**src/rtl/mbpcd_pkg.sv**
```systemverilog
// Package for the MIDI byte parser / clock divider: command codes, the
// front-to-back command type and the status decode functions.
// No dependencies.
package mbpcd_pkg;

    // MIDI status bytes
    localparam logic [7:0] ST_NOTE_ON  = 8'd144;
    localparam logic [7:0] ST_NOTE_OFF = 8'd128;
    localparam logic [7:0] ST_BEND     = 8'd224;
    localparam logic [7:0] ST_CONTROL  = 8'd176;
    localparam logic [7:0] ST_START    = 8'd250;
    localparam logic [7:0] ST_CONTINUE = 8'd251;
    localparam logic [7:0] ST_STOP     = 8'd252;
    localparam logic [7:0] ST_CLOCK    = 8'd248;

    // Clock divider points
    localparam logic [4:0] TICK_FALL = 5'd11;
    localparam logic [4:0] TICK_LAST = 5'd23;

    // Saturation limit of the held-note count
    localparam logic [7:0] HELD_MAX = 8'd255;

    // Default depth of the front-to-back queue
    localparam int QUEUE_DEPTH_DEF = 2;

    // Message kinds carried to the back end
    localparam logic [2:0] MSG_NONE     = 3'd0;
    localparam logic [2:0] MSG_NOTE_ON  = 3'd1;
    localparam logic [2:0] MSG_NOTE_OFF = 3'd2;
    localparam logic [2:0] MSG_BEND     = 3'd3;
    localparam logic [2:0] MSG_CONTROL  = 3'd4;

    // Clock actions carried to the back end
    localparam logic [1:0] CLK_NONE  = 2'd0;
    localparam logic [1:0] CLK_START = 2'd1;
    localparam logic [1:0] CLK_STOP  = 2'd2;
    localparam logic [1:0] CLK_TICK  = 2'd3;

    typedef struct packed {
        logic [2:0] msg;
        logic [1:0] clk_op;
        logic [6:0] first;
        logic [7:0] second;
    } cmd_t;

    // Message kind implied by a status byte
    function automatic logic [2:0] msg_class(input logic [7:0] st);
        logic [2:0] k;
        begin
            unique case (st)
                ST_NOTE_ON:  k = MSG_NOTE_ON;
                ST_NOTE_OFF: k = MSG_NOTE_OFF;
                ST_BEND:     k = MSG_BEND;
                ST_CONTROL:  k = MSG_CONTROL;
                default:     k = MSG_NONE;
            endcase
            return k;
        end
    endfunction

    // Clock action implied by a status byte
    function automatic logic [1:0] clk_class(input logic [7:0] st);
        logic [1:0] k;
        begin
            unique case (st) inside
                ST_START, ST_CONTINUE: k = CLK_START;
                ST_STOP:               k = CLK_STOP;
                ST_CLOCK:              k = CLK_TICK;
                default:               k = CLK_NONE;
            endcase
            return k;
        end
    endfunction

endpackage

```
**src/rtl/mbpcd_if.sv**
```systemverilog
// Channel interfaces of the MIDI parser: received bytes in, events out.
// Valid/ready handshake. No dependencies.
interface mbpcd_in_if;
    logic       valid;
    logic       ready;
    logic [7:0] rx_byte;

    modport source (output valid, output rx_byte, input ready);
    modport sink   (input valid, input rx_byte, output ready);
endinterface

interface mbpcd_out_if;
    logic        valid;
    logic        ready;
    logic        note_on;
    logic        note_off;
    logic [6:0]  note_number;
    logic [7:0]  velocity;
    logic        bend_event;
    logic [14:0] bend_value;
    logic        control_event;
    logic [6:0]  control_number;
    logic [7:0]  control_value;
    logic        clock_rise;
    logic        clock_fall;
    logic        all_released;

    modport source (
        output valid, output note_on, output note_off, output note_number,
        output velocity, output bend_event, output bend_value,
        output control_event, output control_number, output control_value,
        output clock_rise, output clock_fall, output all_released,
        input ready
    );
    modport sink (
        input valid, input note_on, input note_off, input note_number,
        input velocity, input bend_event, input bend_value,
        input control_event, input control_number, input control_value,
        input clock_rise, input clock_fall, input all_released,
        output ready
    );
endinterface

```
**src/rtl/mbpcd_front.sv**
```systemverilog
// Front end: accepts received bytes, tracks running status and the pending
// first data byte, and classifies each item into a command.
// Depends on mbpcd_pkg and mbpcd_if.
module mbpcd_front
    import mbpcd_pkg::*;
(
    input  logic        clk,
    input  logic        rst_n,
    mbpcd_in_if.sink    in_ch,
    output logic        cmd_valid,
    output cmd_t        cmd,
    input  logic        cmd_ready
);

    logic [7:0] status_reg, status_next;
    logic       await_reg, await_next;
    logic [6:0] first_reg, first_next;
    logic       accept;

    assign in_ch.ready = cmd_ready;
    assign cmd_valid   = in_ch.valid;
    assign accept      = in_ch.valid && cmd_ready;

    // Classify the byte against the current parser state
    always_comb
    begin
        status_next = status_reg;
        await_next  = await_reg;
        first_next  = first_reg;
        cmd.msg     = MSG_NONE;
        cmd.clk_op  = CLK_NONE;
        cmd.first   = first_reg;
        cmd.second  = in_ch.rx_byte;
        if (await_reg)
        begin
            // second byte completes the message, status is unchanged
            await_next = 1'b0;
            cmd.msg    = msg_class(status_reg);
        end
        else
        begin
            if (in_ch.rx_byte[7])
                status_next = in_ch.rx_byte;
            if (!in_ch.rx_byte[7] && msg_class(status_next) != MSG_NONE)
            begin
                // first data byte: hold it, item gives an empty result
                await_next = 1'b1;
                first_next = in_ch.rx_byte[6:0];
            end
            else
            begin
                cmd.clk_op = clk_class(status_next);
            end
        end
    end

    always_ff @(posedge clk or negedge rst_n)
    begin
        if (!rst_n)
        begin
            status_reg <= '0;
            await_reg  <= 1'b0;
            first_reg  <= '0;
        end
        else if (accept)
        begin
            status_reg <= status_next;
            await_reg  <= await_next;
            first_reg  <= first_next;
        end
    end

endmodule

```
**src/rtl/mbpcd_queue.sv**
```systemverilog
// Short command queue between front and back end; push and pop may happen
// in the same cycle. Depends on mbpcd_pkg.
module mbpcd_queue
    import mbpcd_pkg::*;
#(
    parameter int DEPTH = QUEUE_DEPTH_DEF
)
(
    input  logic clk,
    input  logic rst_n,
    input  logic push_valid,
    input  cmd_t push_cmd,
    output logic push_ready,
    output logic pop_valid,
    output cmd_t pop_cmd,
    input  logic pop_ready
);

    localparam int PTR_W = (DEPTH > 1) ? $clog2(DEPTH) : 1;
    localparam int CNT_W = $clog2(DEPTH + 1);
    localparam logic [PTR_W-1:0] PTR_LAST = PTR_W'(DEPTH - 1);
    localparam logic [CNT_W-1:0] CNT_FULL = CNT_W'(DEPTH);

    cmd_t             entry_reg [DEPTH];
    logic [PTR_W-1:0] wr_ptr_reg, rd_ptr_reg;
    logic [CNT_W-1:0] count_reg;
    logic             push, pop;

    assign push_ready = (count_reg != CNT_FULL);
    assign pop_valid  = (count_reg != '0);
    assign pop_cmd    = entry_reg[rd_ptr_reg];
    assign push       = push_valid && push_ready;
    assign pop        = pop_valid && pop_ready;

    // Entry storage
    always_ff @(posedge clk)
    begin
        if (push)
            entry_reg[wr_ptr_reg] <= push_cmd;
    end

    // Pointers and fill count
    always_ff @(posedge clk or negedge rst_n)
    begin
        if (!rst_n)
        begin
            wr_ptr_reg <= '0;
            rd_ptr_reg <= '0;
            count_reg  <= '0;
        end
        else
        begin
            if (push)
                wr_ptr_reg <= (wr_ptr_reg == PTR_LAST) ? '0 : wr_ptr_reg + 1'b1;
            if (pop)
                rd_ptr_reg <= (rd_ptr_reg == PTR_LAST) ? '0 : rd_ptr_reg + 1'b1;
            if (push && !pop)
                count_reg <= count_reg + 1'b1;
            else if (pop && !push)
                count_reg <= count_reg - 1'b1;
        end
    end

endmodule

```
**src/rtl/mbpcd_back.sv**
```systemverilog
// Back end: carries out commands, keeps the held-note count and the
// 24-tick divider, and registers each result item.
// Depends on mbpcd_pkg and mbpcd_if.
module mbpcd_back
    import mbpcd_pkg::*;
(
    input  logic        clk,
    input  logic        rst_n,
    input  logic        cmd_valid,
    input  cmd_t        cmd,
    output logic        cmd_ready,
    mbpcd_out_if.source out_ch
);

    logic        valid_reg;
    logic [7:0]  held_reg, held_next;
    logic [4:0]  tick_reg, tick_next;
    logic        note_on_reg, note_on_next;
    logic        note_off_reg, note_off_next;
    logic [6:0]  note_num_reg, note_num_next;
    logic [7:0]  vel_reg, vel_next;
    logic        bend_reg, bend_next;
    logic [14:0] bend_val_reg, bend_val_next;
    logic        ctl_reg, ctl_next;
    logic [6:0]  ctl_num_reg, ctl_num_next;
    logic [7:0]  ctl_val_reg, ctl_val_next;
    logic        rise_reg, rise_next;
    logic        fall_reg, fall_next;
    logic        rel_reg, rel_next;
    logic        pop;

    assign cmd_ready = !valid_reg || out_ch.ready;
    assign pop       = cmd_valid && cmd_ready;

    // Message decode and held-note count
    always_comb
    begin
        held_next     = held_reg;
        note_on_next  = 1'b0;
        note_off_next = 1'b0;
        note_num_next = '0;
        vel_next      = '0;
        bend_next     = 1'b0;
        bend_val_next = '0;
        ctl_next      = 1'b0;
        ctl_num_next  = '0;
        ctl_val_next  = '0;
        unique case (cmd.msg)
            MSG_NOTE_ON:
            begin
                note_on_next  = 1'b1;
                note_num_next = cmd.first;
                vel_next      = cmd.second;
                if (held_reg != HELD_MAX)
                    held_next = held_reg + 1'b1;
            end
            MSG_NOTE_OFF:
            begin
                note_off_next = 1'b1;
                note_num_next = cmd.first;
                if (held_reg != '0)
                    held_next = held_reg - 1'b1;
            end
            MSG_BEND:
            begin
                // first + (second << 7), kept to 15 bits
                bend_next     = 1'b1;
                bend_val_next = {cmd.second, cmd.first};
            end
            MSG_CONTROL:
            begin
                ctl_next     = 1'b1;
                ctl_num_next = cmd.first;
                ctl_val_next = cmd.second;
            end
            default:
            begin
                held_next = held_reg;
            end
        endcase
        rel_next = (held_next == '0);
    end

    // Clock divider
    always_comb
    begin
        tick_next = tick_reg;
        rise_next = 1'b0;
        fall_next = 1'b0;
        unique case (cmd.clk_op)
            CLK_START:
            begin
                rise_next = 1'b1;
                tick_next = '0;
            end
            CLK_STOP:
            begin
                fall_next = 1'b1;
            end
            CLK_TICK:
            begin
                fall_next = (tick_reg == TICK_FALL);
                if (tick_reg < TICK_LAST)
                    tick_next = tick_reg + 1'b1;
                else
                begin
                    // wrap, also recovers an out-of-range count
                    rise_next = 1'b1;
                    tick_next = '0;
                end
            end
            default:
            begin
                tick_next = tick_reg;
            end
        endcase
    end

    // Control state
    always_ff @(posedge clk or negedge rst_n)
    begin
        if (!rst_n)
        begin
            valid_reg <= 1'b0;
            held_reg  <= '0;
            tick_reg  <= '0;
        end
        else
        begin
            if (pop)
            begin
                valid_reg <= 1'b1;
                held_reg  <= held_next;
                tick_reg  <= tick_next;
            end
            else if (out_ch.ready)
            begin
                valid_reg <= 1'b0;
            end
        end
    end

    // Result register
    always_ff @(posedge clk)
    begin
        if (pop)
        begin
            note_on_reg  <= note_on_next;
            note_off_reg <= note_off_next;
            note_num_reg <= note_num_next;
            vel_reg      <= vel_next;
            bend_reg     <= bend_next;
            bend_val_reg <= bend_val_next;
            ctl_reg      <= ctl_next;
            ctl_num_reg  <= ctl_num_next;
            ctl_val_reg  <= ctl_val_next;
            rise_reg     <= rise_next;
            fall_reg     <= fall_next;
            rel_reg      <= rel_next;
        end
    end

    assign out_ch.valid          = valid_reg;
    assign out_ch.note_on        = note_on_reg;
    assign out_ch.note_off       = note_off_reg;
    assign out_ch.note_number    = note_num_reg;
    assign out_ch.velocity       = vel_reg;
    assign out_ch.bend_event     = bend_reg;
    assign out_ch.bend_value     = bend_val_reg;
    assign out_ch.control_event  = ctl_reg;
    assign out_ch.control_number = ctl_num_reg;
    assign out_ch.control_value  = ctl_val_reg;
    assign out_ch.clock_rise     = rise_reg;
    assign out_ch.clock_fall     = fall_reg;
    assign out_ch.all_released   = rel_reg;

endmodule

```
**src/rtl/midi_byte_parser_clock_divider_core.sv**
```systemverilog
// Top level of the MIDI byte parser with running status and clock divider.
// Depends on mbpcd_pkg, mbpcd_if, mbpcd_front, mbpcd_queue, mbpcd_back.
//
// Usage:
//   in_ch  carries one received MIDI byte per item (rx_byte).
//   out_ch carries exactly one result item per input item, in order:
//          note, pitch-bend and control-change events, clock_rise and
//          clock_fall of the 24-tick divider, and all_released.
//   A data byte that opens a two-byte message gives an item with every
//   event and clock field low.
// Timing:
//   An accepted byte is first written into the queue; the back end then
//   pops it and registers its result, which drives out_ch.valid and the
//   result fields until taken. Throughput is one item per cycle while
//   out_ch is ready; the front end decodes a byte in its accept cycle
//   and the back end updates its counters once per item.
// Stall:
//   A command queue (QUEUE_DEPTH entries) and the output register part the
//   two sides; while out_ch stalls, the queue fills and in_ch.ready drops
//   once it is full. No item is dropped.
// Reset:
//   rst_n clears running status, the pending byte, the held-note count,
//   the tick count and the queue; the block is ready right after reset.
module midi_byte_parser_clock_divider_core
    import mbpcd_pkg::*;
#(
    parameter int QUEUE_DEPTH = QUEUE_DEPTH_DEF
)
(
    input  logic        clk,
    input  logic        rst_n,
    mbpcd_in_if.sink    in_ch,
    mbpcd_out_if.source out_ch
);

    logic front_valid, front_ready;
    cmd_t front_cmd;
    logic back_valid, back_ready;
    cmd_t back_cmd;

    mbpcd_front u_front (
        .clk       (clk),
        .rst_n     (rst_n),
        .in_ch     (in_ch),
        .cmd_valid (front_valid),
        .cmd       (front_cmd),
        .cmd_ready (front_ready)
    );

    mbpcd_queue #(
        .DEPTH (QUEUE_DEPTH)
    ) u_queue (
        .clk        (clk),
        .rst_n      (rst_n),
        .push_valid (front_valid),
        .push_cmd   (front_cmd),
        .push_ready (front_ready),
        .pop_valid  (back_valid),
        .pop_cmd    (back_cmd),
        .pop_ready  (back_ready)
    );

    mbpcd_back u_back (
        .clk       (clk),
        .rst_n     (rst_n),
        .cmd_valid (back_valid),
        .cmd       (back_cmd),
        .cmd_ready (back_ready),
        .out_ch    (out_ch)
    );

endmodule

```
**src/flat_wrapper.sv**
```systemverilog
// flat-port wrapper written by rule: the top's interface ports become plain ports
module midi_byte_parser_clock_divider_core_flat import mbpcd_pkg::*;
#(
    parameter int QUEUE_DEPTH = QUEUE_DEPTH_DEF
)
  (clk, rst_n, in_ch_valid, in_ch_rx_byte, in_ch_ready, out_ch_valid, out_ch_note_on, out_ch_note_off, out_ch_note_number, out_ch_velocity, out_ch_bend_event, out_ch_bend_value, out_ch_control_event, out_ch_control_number, out_ch_control_value, out_ch_clock_rise, out_ch_clock_fall, out_ch_all_released, out_ch_ready);
  mbpcd_in_if in_ch_i ();
  mbpcd_out_if out_ch_i ();
  input  logic clk;
  input  logic rst_n;
  input wire logic [$bits(in_ch_i.valid)-1:0] in_ch_valid;
  input wire logic [$bits(in_ch_i.rx_byte)-1:0] in_ch_rx_byte;
  output wire logic [$bits(in_ch_i.ready)-1:0] in_ch_ready;
  output wire logic [$bits(out_ch_i.valid)-1:0] out_ch_valid;
  output wire logic [$bits(out_ch_i.note_on)-1:0] out_ch_note_on;
  output wire logic [$bits(out_ch_i.note_off)-1:0] out_ch_note_off;
  output wire logic [$bits(out_ch_i.note_number)-1:0] out_ch_note_number;
  output wire logic [$bits(out_ch_i.velocity)-1:0] out_ch_velocity;
  output wire logic [$bits(out_ch_i.bend_event)-1:0] out_ch_bend_event;
  output wire logic [$bits(out_ch_i.bend_value)-1:0] out_ch_bend_value;
  output wire logic [$bits(out_ch_i.control_event)-1:0] out_ch_control_event;
  output wire logic [$bits(out_ch_i.control_number)-1:0] out_ch_control_number;
  output wire logic [$bits(out_ch_i.control_value)-1:0] out_ch_control_value;
  output wire logic [$bits(out_ch_i.clock_rise)-1:0] out_ch_clock_rise;
  output wire logic [$bits(out_ch_i.clock_fall)-1:0] out_ch_clock_fall;
  output wire logic [$bits(out_ch_i.all_released)-1:0] out_ch_all_released;
  input wire logic [$bits(out_ch_i.ready)-1:0] out_ch_ready;
  assign in_ch_i.valid = in_ch_valid;
  assign in_ch_i.rx_byte = in_ch_rx_byte;
  assign in_ch_ready = in_ch_i.ready;
  assign out_ch_valid = out_ch_i.valid;
  assign out_ch_note_on = out_ch_i.note_on;
  assign out_ch_note_off = out_ch_i.note_off;
  assign out_ch_note_number = out_ch_i.note_number;
  assign out_ch_velocity = out_ch_i.velocity;
  assign out_ch_bend_event = out_ch_i.bend_event;
  assign out_ch_bend_value = out_ch_i.bend_value;
  assign out_ch_control_event = out_ch_i.control_event;
  assign out_ch_control_number = out_ch_i.control_number;
  assign out_ch_control_value = out_ch_i.control_value;
  assign out_ch_clock_rise = out_ch_i.clock_rise;
  assign out_ch_clock_fall = out_ch_i.clock_fall;
  assign out_ch_all_released = out_ch_i.all_released;
  assign out_ch_i.ready = out_ch_ready;
  midi_byte_parser_clock_divider_core #(.QUEUE_DEPTH(QUEUE_DEPTH)) u_core (.clk(clk), .rst_n(rst_n), .in_ch(in_ch_i), .out_ch(out_ch_i));
endmodule
```
**config.mk**
```make
export PLATFORM = sky130hd
export DESIGN_NAME = midi_byte_parser_clock_divider_core_flat
export DESIGN_NICKNAME = d
export VERILOG_FILES = /design/src/rtl/mbpcd_pkg.sv /design/src/rtl/mbpcd_if.sv /design/src/rtl/mbpcd_front.sv /design/src/rtl/mbpcd_queue.sv /design/src/rtl/mbpcd_back.sv /design/src/rtl/midi_byte_parser_clock_divider_core.sv /design/src/flat_wrapper.sv
export SDC_FILE = /design/constraint.sdc
export NUM_CORES = 1
export LEC_CHECK = 0
export BUFFER_PORTS_ARGS = -buffer_cell sky130_fd_sc_hd__clkbuf_2
export CAP_MARGIN = 25
export CORE_MARGIN = 2
export CORE_UTILIZATION = 25
export CTS_BUF_LIST = sky130_fd_sc_hd__clkbuf_8
export DETAILED_ROUTE_END_ITERATION = 12
export GPL_ROUTABILITY_DRIVEN = 0
export PLACE_DENSITY = 0.47
export SYNTH_ARGS = -nofsm -noshare
export SYNTH_HDL_FRONTEND = slang
export SYNTH_SLANG_ARGS = --single-unit
export TNS_END_PERCENT = 10
```
**constraint.sdc**
```tcl
create_clock -name clk -period 3.85 [get_ports clk]
set_clock_uncertainty 0.15 [all_clocks]
set_input_delay 0.385 -clock clk [delete_from_list [all_inputs] [get_ports clk]]
set_output_delay 0.385 -clock clk [all_outputs]
set_load 0.01 [all_outputs]
```
* Word-level counts from Yosys, hierarchy flattened
Memories as Yosys holds them, arrays and structs flattened.
Cells that the tools add are included.
** Operators by class
- Add/sub/neg operators :: 7
- $lt $le $gt $ge :: 1
- Eq/ne operators :: 22
- Mux-type cells :: 31
- Bitwise gates (word level) :: 1
- Reduce and logical (&&, ||, !) cells :: 22
** Operators by type and width (number)
- 8-bit equality test (second input constant) :: 12
- 8-bit 2-to-1 mux :: 4
- 3-bit one-hot mux with 4 select lines :: 2
- 8-bit one-hot mux with 2 select lines :: 1
- 1-bit 2-to-1 mux :: 13
- 5-bit one-hot mux with 2 select lines :: 1
- 8-bit by 1-bit adder with 8-bit output (second input constant) :: 1
- 8-bit logical NOT :: 1
- 2-bit 2-to-1 mux :: 4
- 8-bit inequality test (second input constant) :: 1
- 2-bit nonzero test :: 4
- 8-bit nonzero test :: 1
- 8-bit by 1-bit subtractor with 8-bit output (second input constant) :: 1
- 3-bit by 2-bit equality test with 1-bit output (second input constant) :: 2
- 3-bit 2-to-1 mux :: 2
- 2-bit one-hot mux with 3 select lines :: 1
- 5-bit by 1-bit adder with 5-bit output (second input constant) :: 1
- 5-bit by 4-bit equality test with 1-bit output (second input constant) :: 1
- 1-bit logical AND :: 5
- 5-bit less-than comparator (second input constant) :: 1
- 5-bit 2-to-1 mux :: 1
- 2-bit equality test (second input constant) :: 2
- 1-bit logical NOT :: 4
- 1-bit one-hot mux with 2 select lines :: 2
- other kinds (13) :: 16
** Storage, ports and cells
- Register bits after elaboration :: 86
- Bits in writable memories :: 40
- Input port bits :: 12
- Word-level logic and storage cells :: 106
- Memories :: 1
** Memories
- u_core.u_queue.entry_reg :: words 2, width 20, read ports 1, clocked after Yosys merged registers in 0, write ports 1, line mbpcd_queue.sv:24 : cmd_t entry_reg [DEPTH];

* Logic depth before layout (Yosys ltp)
- Word-level depth :: 9
- Gate-level depth with buffers :: 9
- Mapped depth without buffers :: 8

* By module
From an unflattened synthesis, not the netlist that was laid out.
** Unflattened totals
- Cells, all modules :: 409
- Area, all modules :: 5626.6 µm²
** Modules (own cells, without submodules)
- mbpcd_back :: instances 1, cells an instance 249, area an instance 3040.4 µm²
- mbpcd_queue :: instances 1, cells an instance 80, area an instance 1665.3 µm²
- mbpcd_front :: instances 1, cells an instance 80, area an instance 920.9 µm²

* Worst setup path before layout
OpenSTA, ideal clock, no wires.
- Path kind :: register to register
- Start :: register u_core.u_back.valid_reg, in the netlist u_core.u_back.out_ch.valid
- End :: register u_core.u_back.held_reg[2]
- Arrival :: 2192 ps
- Required time :: 3573 ps
- Path slack :: 1381 ps
- Stages on the path, launching flop included :: 5
- Clock period less this slack :: 2469 ps
- Path through :: dfrtp_1 nand2b_1 o21ai_0 inv_1 mux2_2
** On the way
- Longest elaborated chain between the ends :: 3
** Ends and longest elaborated chain
- start: declaration :: line mbpcd_back.sv:15 : logic valid_reg;
- start signal: assignment :: line mbpcd_back.sv:124 : valid_reg <= 1'b0;
- start signal: assignment :: line mbpcd_back.sv:132 : valid_reg <= 1'b1;
- start signal: assignment :: line mbpcd_back.sv:138 : valid_reg <= 1'b0;
- 1-bit logical NOT :: line mbpcd_back.sv:32 : assign cmd_ready = !valid_reg || out_ch.ready;
- 1-bit logical OR :: line mbpcd_back.sv:32
- 1-bit logical AND :: line mbpcd_back.sv:33 : assign pop = cmd_valid && cmd_ready;
- net u_core.u_back.pop :: line mbpcd_back.sv:30 : logic pop;
- end signal: assignment :: line mbpcd_back.sv:133 : held_reg <= held_next;
- end: declaration :: line mbpcd_back.sv:16 : logic [7:0] held_reg, held_next;
The timed path passes the listed nets, and every way through them passes these cells.
A chain may end at the register's enable or synchronous reset.

* Final worst setup path
- Start :: register u_core.u_queue.rd_ptr_reg
- End :: register u_core.u_back.rel_reg, in the netlist u_core.u_back.out_ch.all_released (data pin)
** On the way
- Longest elaborated chain between the ends :: 4
- Elaborated cells between the ends (all ways) :: 5
** Ends and longest elaborated chain
- start: declaration :: line mbpcd_queue.sv:25 : logic [PTR_W-1:0] wr_ptr_reg, rd_ptr_reg;
- start signal: assignment :: line mbpcd_queue.sv:56 : rd_ptr_reg <= (rd_ptr_reg == PTR_LAST) ? '0 : rd_ptr_reg + 1'b1;
- memory 2 x 20 bit (*)
- 3-bit by 2-bit equality test with 1-bit output / 3-bit by 1-bit equality test with 1-bit output (equally long branches) :: line mbpcd_back.sv:48 : unique case (cmd.msg)
- 8-bit one-hot mux with 2 select lines (*) :: line mbpcd_back.sv:48
- 8-bit logical NOT (*) :: line mbpcd_back.sv:81 : rel_next = (held_next == '0);
- net u_core.u_back.rel_next :: line mbpcd_back.sv:29 : logic rel_reg, rel_next;
- end signal: assignment :: line mbpcd_back.sv:159 : rel_reg <= rel_next;
- end: declaration :: line mbpcd_back.sv:29
Mark *: on every way through the listed nets, which the timed path passes. The rest lies on a longest branch.

==> run summary <==
status: completed
HP Class: input pin to flop
asr flop ratio synth: 0.270
Synth Area in Compound Gates: 0.0733
die area: 22400 µm²
Max Buffers Root-to-Sink: 2
drt total wl: 11.5 mm
Worst EP arrival: 3120 ps
Fin Setup TNS: 0 ps
largest family of logic cells by synthesized area: simple AND/OR/NAND/NOR gates
Post-CTS Setup Repair Bufs: 0
post-synthesis mux area share: 0.0622
Worst Hold End: u_core.u_queue.entry_reg[1][6]$_DFFE_PP_
GRT overflow: 0
drt pass-1 iters: 4
Die W: 150 µm
Nets: 501
layout cells sized above 1: 0.262
Worst setup EP type: flop
final setup fails: 0
Area growth, synth to finish: 20.8%
XOR/XNOR Fraction of Synth Area: 0.0132
H-tree levels: 4
CTS tree: yes
Syn Std Cell Area: 5310 µm²
core region area: 21000 µm²
Post-synth EDFFs: 92
max_cap viols: 0
Post-DP HPWL: 8.03 mm
Vias: 3407
Critical Setup Path Class: flop to flop
Antenna diodes: 0
sequential cell area fraction in the yosys report: 0.680
hold depth: 1
Ys Warns: 0
first-pass GRT wire length: 18.4 mm
#FFs+latches synth: 126
DRT iter0 DRCs: 229
Synth Instances: 404
Final Max Slew Viols: 0
fin crit share: 0.801
Die Ht: 150 µm
vias in the first global route: 3404
IO Pins: 66
CP Launch Type: flop
R2R Setup Slk: 770 ps
Antenna Nets Post-Route: 0
Root Driver: clkbuf_8
pwr dens: 798 nW/µm²
Slew HR: 0.344
crit path time final: 3080 ps
RR Endpoint: u_core.u_back.out_ch.all_released$_DFFE_PP_
Max IR drop VDD: 0.226 mV
synth unique cells: 58
Final Core Density: 0.306
Crit path required time: 3890 ps
initial antenna violation count: 0
Initial Util: 0.253
final hold violation count: 0
Clock Sinks: 126
vias per cell: 4.41
simple-gate share of the synthesized area: 0.134
Leakage: 2.56 nW
row cnt: 53
CP max FO: 16
Reg2Reg Depth: 7
worst r2r src: u_core.u_queue.rd_ptr_reg$_DFFE_PN0P_
Largest register FFs: 40
Syn Area/Cell: 13.1 µm²
total CTS buffers: 17
RSZ-0062 raised after global routing: false
Synth Flop Type: edfxtp_1
Port Buffer Count: 65
# DRC: 0
routed wire length per instance: 14.9 µm
Worst-Skew Late Latency: 440 ps
gr usage total: 0.109
pin count of the biggest net entering global routing: 35
Worst-path clk slew: 80 ps
synthesized-area fraction occupied by adder cells: 0.0118
syn nets: 421
fmax: 324 MHz
Worst Tran Pin Value: 983 ps
Hold Path Origin: in_ch_rx_byte[6]
==> per-stage QoR <==
stage	setup WS [ps]	hold slack, ps	cell area, µm²	total power [W]	instances
after floorplan	1380	-60.6	5310	0.00341	404
final	765	50.9	6420	0.00512	772
after global routing	470	32.7	6420	0.00548	772
after detailed placement	782	300	5960	0.00400	737
after global placement	785	296	5960	0.00397	737
after CTS	766	18.1	6390	0.00521	771
==> per-layer routing <==
layer  up-vias  wire (µm)  track usage
li1       1647          -            -
met1      1687       4950        0.128
met2        63       5970        0.190
met3        10        416       0.0308
met4         0        148       0.0373
met5         -          0            0
==> critical path, stage by stage (launching register included) <==
cell and delay (ps):
dfrtp_1 640, and4bb_1 370, nor2_2 550, inv_2 190, nor2_2 500, nor3_1 130
a21oi_1 240, nor4_2 70
==> kinds of logic (layout without fill, tap and decap cells) <==
| family | Yosys count | count (layout) |
|---|---|---|
| AO/OA/AOI/OAI | 58 | 58 |
| XOR/XNOR | 8 | 8 |
| adder cells (fa/ha/maj) | 5 | 5 |
| buffers and inverters | 29 | 122 |
| flip-flops | 126 | 126 |
| multiplexers | 31 | 31 |
| AND/OR/NAND/NOR | 147 | 147 |
==> synth_stat cells (all sizes together) (3+ instances only) <==
master / n / area [µm²]
nor4: 3 / 25.0
xor2: 4 / 35.0
nand2b: 7 / 43.8
and3: 6 / 37.5
xnor2: 4 / 35.0
mux2: 13 / 150
nor3: 8 / 40.0
dfrtp: 34 / 851
o211ai: 4 / 30.0
and2: 3 / 21.3
inv: 14 / 52.6
edfxtp: 92 / 2760
buf: 6 / 42.5
a31oi: 6 / 37.5
or3: 3 / 18.8
clkbuf: 8 / 31.3
nand3: 10 / 50.1
a21oi: 10 / 50.1
nor2: 68 / 260
mux2i: 18 / 180
o21ai: 21 / 105
nand2: 27 / 101
nor4b: 3 / 32.5
ha: 5 / 62.6
==> report_power, final <==
group          internal [W]  switching [W]  total [W]
clock              0.000597       0.000589    0.00119
sequential          0.00205       0.000318    0.00237
combinational      0.000607       0.000958    0.00156
total               0.00326        0.00186    0.00512
==> cell usage in the layout (no fill, tap or decap), types with 2 or more instances in the layout <==
| cell type | count |
|---|---|
| a21oi_1 | 10 |
| a31oi_1 | 6 |
| a41o_1 | 2 |
| and2_1 | 2 |
| and3_1 | 6 |
| buf_4 | 7 |
| bufinv_16 | 2 |
| clkbuf_2 | 65 |
| clkbuf_8 | 17 |
| clkinv_4 | 2 |
| clkinvlp_4 | 3 |
| dfrtp_1 | 34 |
| dlygate4sd3_1 | 2 |
| edfxtp_1 | 92 |
| ha_1 | 5 |
| inv_1 | 12 |
| inv_2 | 2 |
| inv_6 | 5 |
| inv_8 | 2 |
| mux2_2 | 12 |
| mux2i_1 | 18 |
| nand2_1 | 27 |
| nand2b_1 | 7 |
| nand3_1 | 10 |
| nand4_1 | 2 |
| nor2_1 | 66 |
| nor2_2 | 2 |
| nor3_1 | 8 |
| nor4_1 | 2 |
| nor4b_1 | 2 |
| o211ai_1 | 4 |
| o21ai_0 | 17 |
| o21ai_1 | 4 |
| or3_1 | 3 |
| xnor2_1 | 4 |
| xor2_1 | 4 |
==> cell type report <==
cell class / instances / area [µm²]
timing repair buffer: 75 / 425
clock inverter: 15 / 178
inverter: 15 / 61.3
multi-input combinational: 249 / 1560
tap: 275 / 344
sequential: 126 / 3610
fill: 2175 / 14500
clock buffer: 17 / 234
==> what timing repair did <==
item                                   in CTS  in global routing
gates resized for setup                     0                  0
hold buffers                                2                  0
endpoints found under the hold margin      36                  0
==> worst max-delay path by stage <==
stage	start	to
2_1_floorplan	u_core.u_back.out_ch.valid$_DFFE_PN0P_	u_core.u_back.held_reg[2]$_DFFE_PN0P_
3_3_place_gp	u_core.u_queue.rd_ptr_reg$_DFFE_PN0P_	u_core.u_back.out_ch.all_released$_DFFE_PP_
3_5_place_dp	u_core.u_queue.rd_ptr_reg$_DFFE_PN0P_	u_core.u_back.out_ch.all_released$_DFFE_PP_
4_1_cts	u_core.u_queue.rd_ptr_reg$_DFFE_PN0P_	u_core.u_back.out_ch.all_released$_DFFE_PP_
5_1_grt	u_core.u_queue.rd_ptr_reg$_DFFE_PN0P_	u_core.u_back.out_ch.all_released$_DFFE_PP_
6_report	u_core.u_queue.rd_ptr_reg$_DFFE_PN0P_	u_core.u_back.out_ch.all_released$_DFFE_PP_
Power figures use the tool's default switching activity.
